<file path="config.mk">
export PLATFORM = sky130hd
export DESIGN_NAME = qusq_range4
export DESIGN_NICKNAME = d
export VERILOG_FILES = /design/src/sv/assert_macros.svh /design/src/sv/qusq_pkg.sv /design/src/sv/qusq_range4.sv
export SDC_FILE = /design/constraint.sdc
export NUM_CORES = 1
export LEC_CHECK = 0
export BUFFER_PORTS_ARGS = -buffer_cell sky130_fd_sc_hd__buf_2
export CAP_MARGIN = 5
export CORE_ASPECT_RATIO = 0.6
export CORE_MARGIN = 3
export CORE_UTILIZATION = 48
export DETAILED_ROUTE_END_ITERATION = 10
export PLACE_DENSITY = 0.8
export RECOVER_POWER = 100
export SLEW_MARGIN = 20
export SYNTH_ARGS = -nofsm -noshare
export SYNTH_HDL_FRONTEND = slang
export SYNTH_SLANG_ARGS = --single-unit
</file>
<file path="constraint.sdc">
create_clock -name vclk -period 4.4
set_input_delay 0.22 -clock vclk [all_inputs]
set_output_delay 0.22 -clock vclk [all_outputs]
set_load 0.05 [all_outputs]
</file>
<file path="src/sv/assert_macros.svh">
// Assertion helpers; the user must have clk and rst_n in scope.
`ifndef ASSERT_MACROS_SVH
`define ASSERT_MACROS_SVH

// same-cycle implication
`define ASSERT_IMPLIES(label, cond, prop, msg) \
    label: assert property (@(posedge clk) disable iff (!rst_n) (cond) |-> (prop)) \
        else $error(msg);

// next-cycle implication
`define ASSERT_NEXT(label, cond, prop, msg) \
    label: assert property (@(posedge clk) disable iff (!rst_n) (cond) |=> (prop)) \
        else $error(msg);

`endif

</file>
<file path="src/sv/qusq_pkg.sv">
package qusq_pkg;

    localparam int NCORNER     = 4;
    localparam int COORD_W     = 24;   // input coordinate
    localparam int DIFF_W      = 25;   // edge axis component
    localparam int SUM_W       = 26;   // axis component sum, also holds 1.0
    localparam int PROD_W      = 49;   // coordinate x axis component
    localparam int SQ_W        = 50;   // axis component squared
    localparam int ARITH_W     = 52;   // projections and scaled view bounds
    localparam int IN_TDATA_W  = 2 * NCORNER * COORD_W;
    localparam int OUT_TDATA_W = 8;

    typedef logic signed [COORD_W-1:0] coord_t;
    typedef logic signed [DIFF_W-1:0]  diff_t;
    typedef logic signed [SUM_W-1:0]   sum_t;
    typedef logic signed [PROD_W-1:0]  prod_t;
    typedef logic signed [SQ_W-1:0]    sq_t;
    typedef logic signed [ARITH_W-1:0] arith_t;

endpackage

</file>
<file path="src/sv/qusq_range4.sv">
// Minimum and maximum of four signed values, two compare levels.
module qusq_range4
    import qusq_pkg::*;
#(
    parameter int W = 24
)
(
    input  logic signed [W-1:0] v [NCORNER],
    output logic signed [W-1:0] lo,
    output logic signed [W-1:0] hi
);

    logic signed [W-1:0] lo01;
    logic signed [W-1:0] lo23;
    logic signed [W-1:0] hi01;
    logic signed [W-1:0] hi23;

    always_comb
    begin
        lo01 = (v[1] < v[0]) ? v[1] : v[0];
        hi01 = (v[1] > v[0]) ? v[1] : v[0];
        lo23 = (v[3] < v[2]) ? v[3] : v[2];
        hi23 = (v[3] > v[2]) ? v[3] : v[2];
        lo   = (lo23 < lo01) ? lo23 : lo01;
        hi   = (hi23 > hi01) ? hi23 : hi01;
    end

endmodule

</file>
==> reports/results.ini, run 1 <==
[yosys]
yosysWarnings = 0
synth-seq-area-share_pct = 0
synth_fp_nets = 751
synth_area_sq_um = 4070
syn_area_per_cell_sq_um = 7.26
netlist_instances = 560
netlist-cell-type-count = 51

[clock_network]
postCtsHoldBufs = 0
cts_resized = 211
cts_setup_buffers = 30

[outcome]
outcome = did not finish
error_line = [ERROR DPL-0038] Utilization greater than 100%, impossible to legalize
failing_step = clock tree synthesis

[die]
num_rows = 25
io_pins = 144
start_util_pct = 50.6
fp.dieH_microns = 77.3
die_w_microns = 125

[placed_design]
gp_congestion = 0.982
post-dp-hpwl_microns = 21400
dp_cells = 1083
place_area_sq_um = 7800
portBuffers = 144

## Yosys cell counts, types with 2 or more instances
cell type | number | area share [%]
a21o_1 | 19 | 3.5
nand3b_1 | 2 | 0.37
buf_6 | 4 | 1.1
ha_1 | 95 | 29
a21oi_1 | 72 | 8.9
mux2i_1 | 97 | 24
buf_1 | 4 | 0.37
a211oi_1 | 2 | 0.37
nand4_1 | 19 | 2.9
nand3_1 | 9 | 1.1
nor2_1 | 57 | 5.3
o211ai_1 | 2 | 0.37
clkbuf_1 | 4 | 0.37
buf_2 | 6 | 0.74
nand2_1 | 16 | 1.5
nor4_1 | 3 | 0.46
nor3_1 | 4 | 0.49
nor2b_1 | 5 | 0.77
o21ai_0 | 13 | 1.6
nand2b_1 | 2 | 0.31
inv_1 | 95 | 8.8
## stage by stage
stage / setup WS (ns) / hold slack (ns)
after floorplan: -0.438 / 0.748
after global placement: -0.739 / 1.12
after detailed placement: -1.48 / 1.18
## kinds of logic after synthesis
logic type                 Yosys count  share of synthesized area [%]
and+or+nand+nor                    125                           14.9
adders and majority gates           95                           29.2
AOI/OAI and AO/OA                  124                           18.5
muxes                               99                           24.7
buffers and inverters              114                           11.5
xor gates and xnor gates             3                           1.11
==> run 2, diff against run 1 <==
--- a/config.mk
+++ b/config.mk
@@ -7,11 +7,10 @@
 export LEC_CHECK = 0
 export BUFFER_PORTS_ARGS = -buffer_cell sky130_fd_sc_hd__buf_2
 export CAP_MARGIN = 5
-export CORE_ASPECT_RATIO = 0.6
 export CORE_MARGIN = 3
-export CORE_UTILIZATION = 48
+export CORE_UTILIZATION = 40
 export DETAILED_ROUTE_END_ITERATION = 10
-export PLACE_DENSITY = 0.8
+export PLACE_DENSITY_LB_ADDON = 0.15
 export RECOVER_POWER = 100
 export SLEW_MARGIN = 20
 export SYNTH_ARGS = -nofsm -noshare
==> constraint.sdc (replaced) <==
create_clock -name vclk -period 5.7
set_input_delay 0.285 -clock vclk [all_inputs]
set_output_delay 0.285 -clock vclk [all_outputs]
set_load 0.05 [all_outputs]
==> run 2 against run 1 <==
  * The flow now finishes without violations
  * Synthesized cell count is the same
  * Area after synthesis is the same
==> reports/results.ini, run 2 <==
[yosys]
netlist-cell-type-count = 51
synth_fp_nets = 751
synth_common_cells = mux2i_1, ha_1, inv_1
synth_top_cell_area_share_pct = 29.2
yosys.area.top_type = ha_1
synth.most_common_cell = mux2i_1
synth_area_sq_um = 4070
netlist_instances = 560
yosysWarnings = 0
synth-seq-area-share_pct = 0
ys_top_cells_by_area = ha_1, mux2i_1, a21oi_1
syn_area_per_cell_sq_um = 7.26

[power_and_ir_drop]
peakVddDrop_v = 0.000279
leakage_nw = 3.15
power_density_nw_per_um2 = 393

[global_routing]
grt_pass1_vias = 4098
grt_max_degree = 47
antenna_found_initial = 0
grt_usage_pct = 22.2
gr-total-overflow = 0
grt_pass1_wl_microns = 20200

[die]
start_util_pct = 41.4
die_w_microns = 107
num_rows = 36
core_sq_um = 9820
fp.dieH_microns = 107
io_pins = 144
die_area_sq_um = 11400

[finish]
final_common_cell = buf_2
syn2layout_area_growth_pct = 35.1
final_nets = 908
drive_gt1_share_pct = 29.5
fill_cells = 982
final_cell_mix = buf_2, inv_1, ha_1
antenna_cells = 0
n_sequential_cell = 0
num-clock-buffers = 0
fin_util_pct = 56.0
seqCellArea_sq_um = 0

[route]
drt_iter0_markers = 193
ant_nets = 0
dr.pass1.iters = 5
vias = 4528
drc = 0
routed_via_density = 5.34
wl_per_cell_microns = 16.7
drt_wl_total_microns = 14200

[sta]
slew-limit-headroom_pct = 68.4
setup_viol = 0
final.period_utilization_pct = 97.5
fin_ws_ns = 0.143
finalMaxSlewViolations = 0
fmax_mhz = 180
worst_pin_slew_ns = 0.460
holdWs_ns = 1.11
fin_crit_ns = 5.56
hold_violations = 0

[placed_design]
portBuffers = 144
post-dp-hpwl_microns = 11900
dp_slack_ns = -0.0884
gp_congestion = 0.914

[setup_path]
required_ns = 5.41
crit_fanout = 12
worst_path_most_repeated_cell = buf_4
crit_slowest_cell = mux2i_1
end_kind = primary output
critPathArrivalTime_ns = 5.27
cp-startpoint = v[83]
cp-endpoint = hi[9]
crit_path_max_incr_delay_ns = 0.42
critPathKind = in2out
startpoint_type = primary input

[clock_network]
postCtsHoldBufs = 0

[outcome]
outcome = completed

[min_path]
hp-class = in2out
holdPathStages = 4

[flow_run]
drv_cap = 0

run 2: cell counts after synthesis:
No cell type changed its count.
run 2: layout make-up:
| cell class | instances | area [sq um] | area share [%] |
|---|---|---|---|
| inverter | 95 | 357 | 6.49 |
| multi-input combinational | 446 | 3740 | 68.1 |
| tap | 133 | 166 | 3.03 |
| timing repair buffer | 174 | 1230 | 22.4 |
run 2: worst max-delay path, delay by kind of cell:
family	cells	cell delay, ns
buffers and inverters	6	0.81
XOR/XNOR	2	0.35
AO/OA/AOI/OAI	8	1.39
multiplexers	2	0.69
adder cells (fa/ha/maj)	2	0.64
AND/OR/NAND/NOR	5	1.09
run 2: cell families after synthesis:
group                      Yosys count  synth area share, %
adders and majority gates           95                 29.2
xor gates and xnor gates             3                 1.11
AOI/OAI and AO/OA                  124                 18.5
and+or+nand+nor                    125                 14.9
muxes                               99                 24.7
buffers and inverters              114                 11.5
run 2: per-layer routing:
| metal | GRT usage [%] | vias to the layer above | share of wire (%) |
|---|---|---|---|
| li1 | - | 2299 | - |
| met1 | 32.7 | 2099 | 46 |
| met2 | 37.3 | 122 | 48 |
| met3 | 0.903 | 8 | 5.5 |
| met4 | 1.46 | 0 | 0.36 |
| met5 | 0 | - | 0 |
run 2: per-stage QoR:
stage	setup TNS, ns	power [mW]	instance area [sq um]	instances
CTS	-0.00119	1.89	5030	832
global placement	-0.808	1.86	5020	832
global route	-4.60	2.29	5500	848
finish	0	2.16	5500	848
floorplan	0	1.43	4070	560
detailed placement	-0.348	1.88	5020	832
run 2: worst min path at each step:
stage                from      to  slack [ns]
finish              v[17]  lo[17]        1.11
detailed placement  v[54]   lo[6]        1.15
floorplan            v[0]   lo[0]        1.06
CTS                 v[54]   lo[6]        1.15
global route        v[30]   hi[6]        1.17
global placement    v[67]  lo[19]        1.14
run 2: timing repair:
item                                    4_1_cts  5_1_grt
pin swaps                                     0        8
hold endpoints to repair                      0        0
buffers inserted                              0        9
endpoints found under the setup margin       14       48
cloned                                        0        7
resized for setup                             3       85
run 2: power breakdown:
group | switching [mW] | internal (mW)
logic | 1.35 | 0.809
clock network | 0 | 0
registers | 0 | 0
total | 1.35 | 0.809
Power figures use the tool's default switching activity.
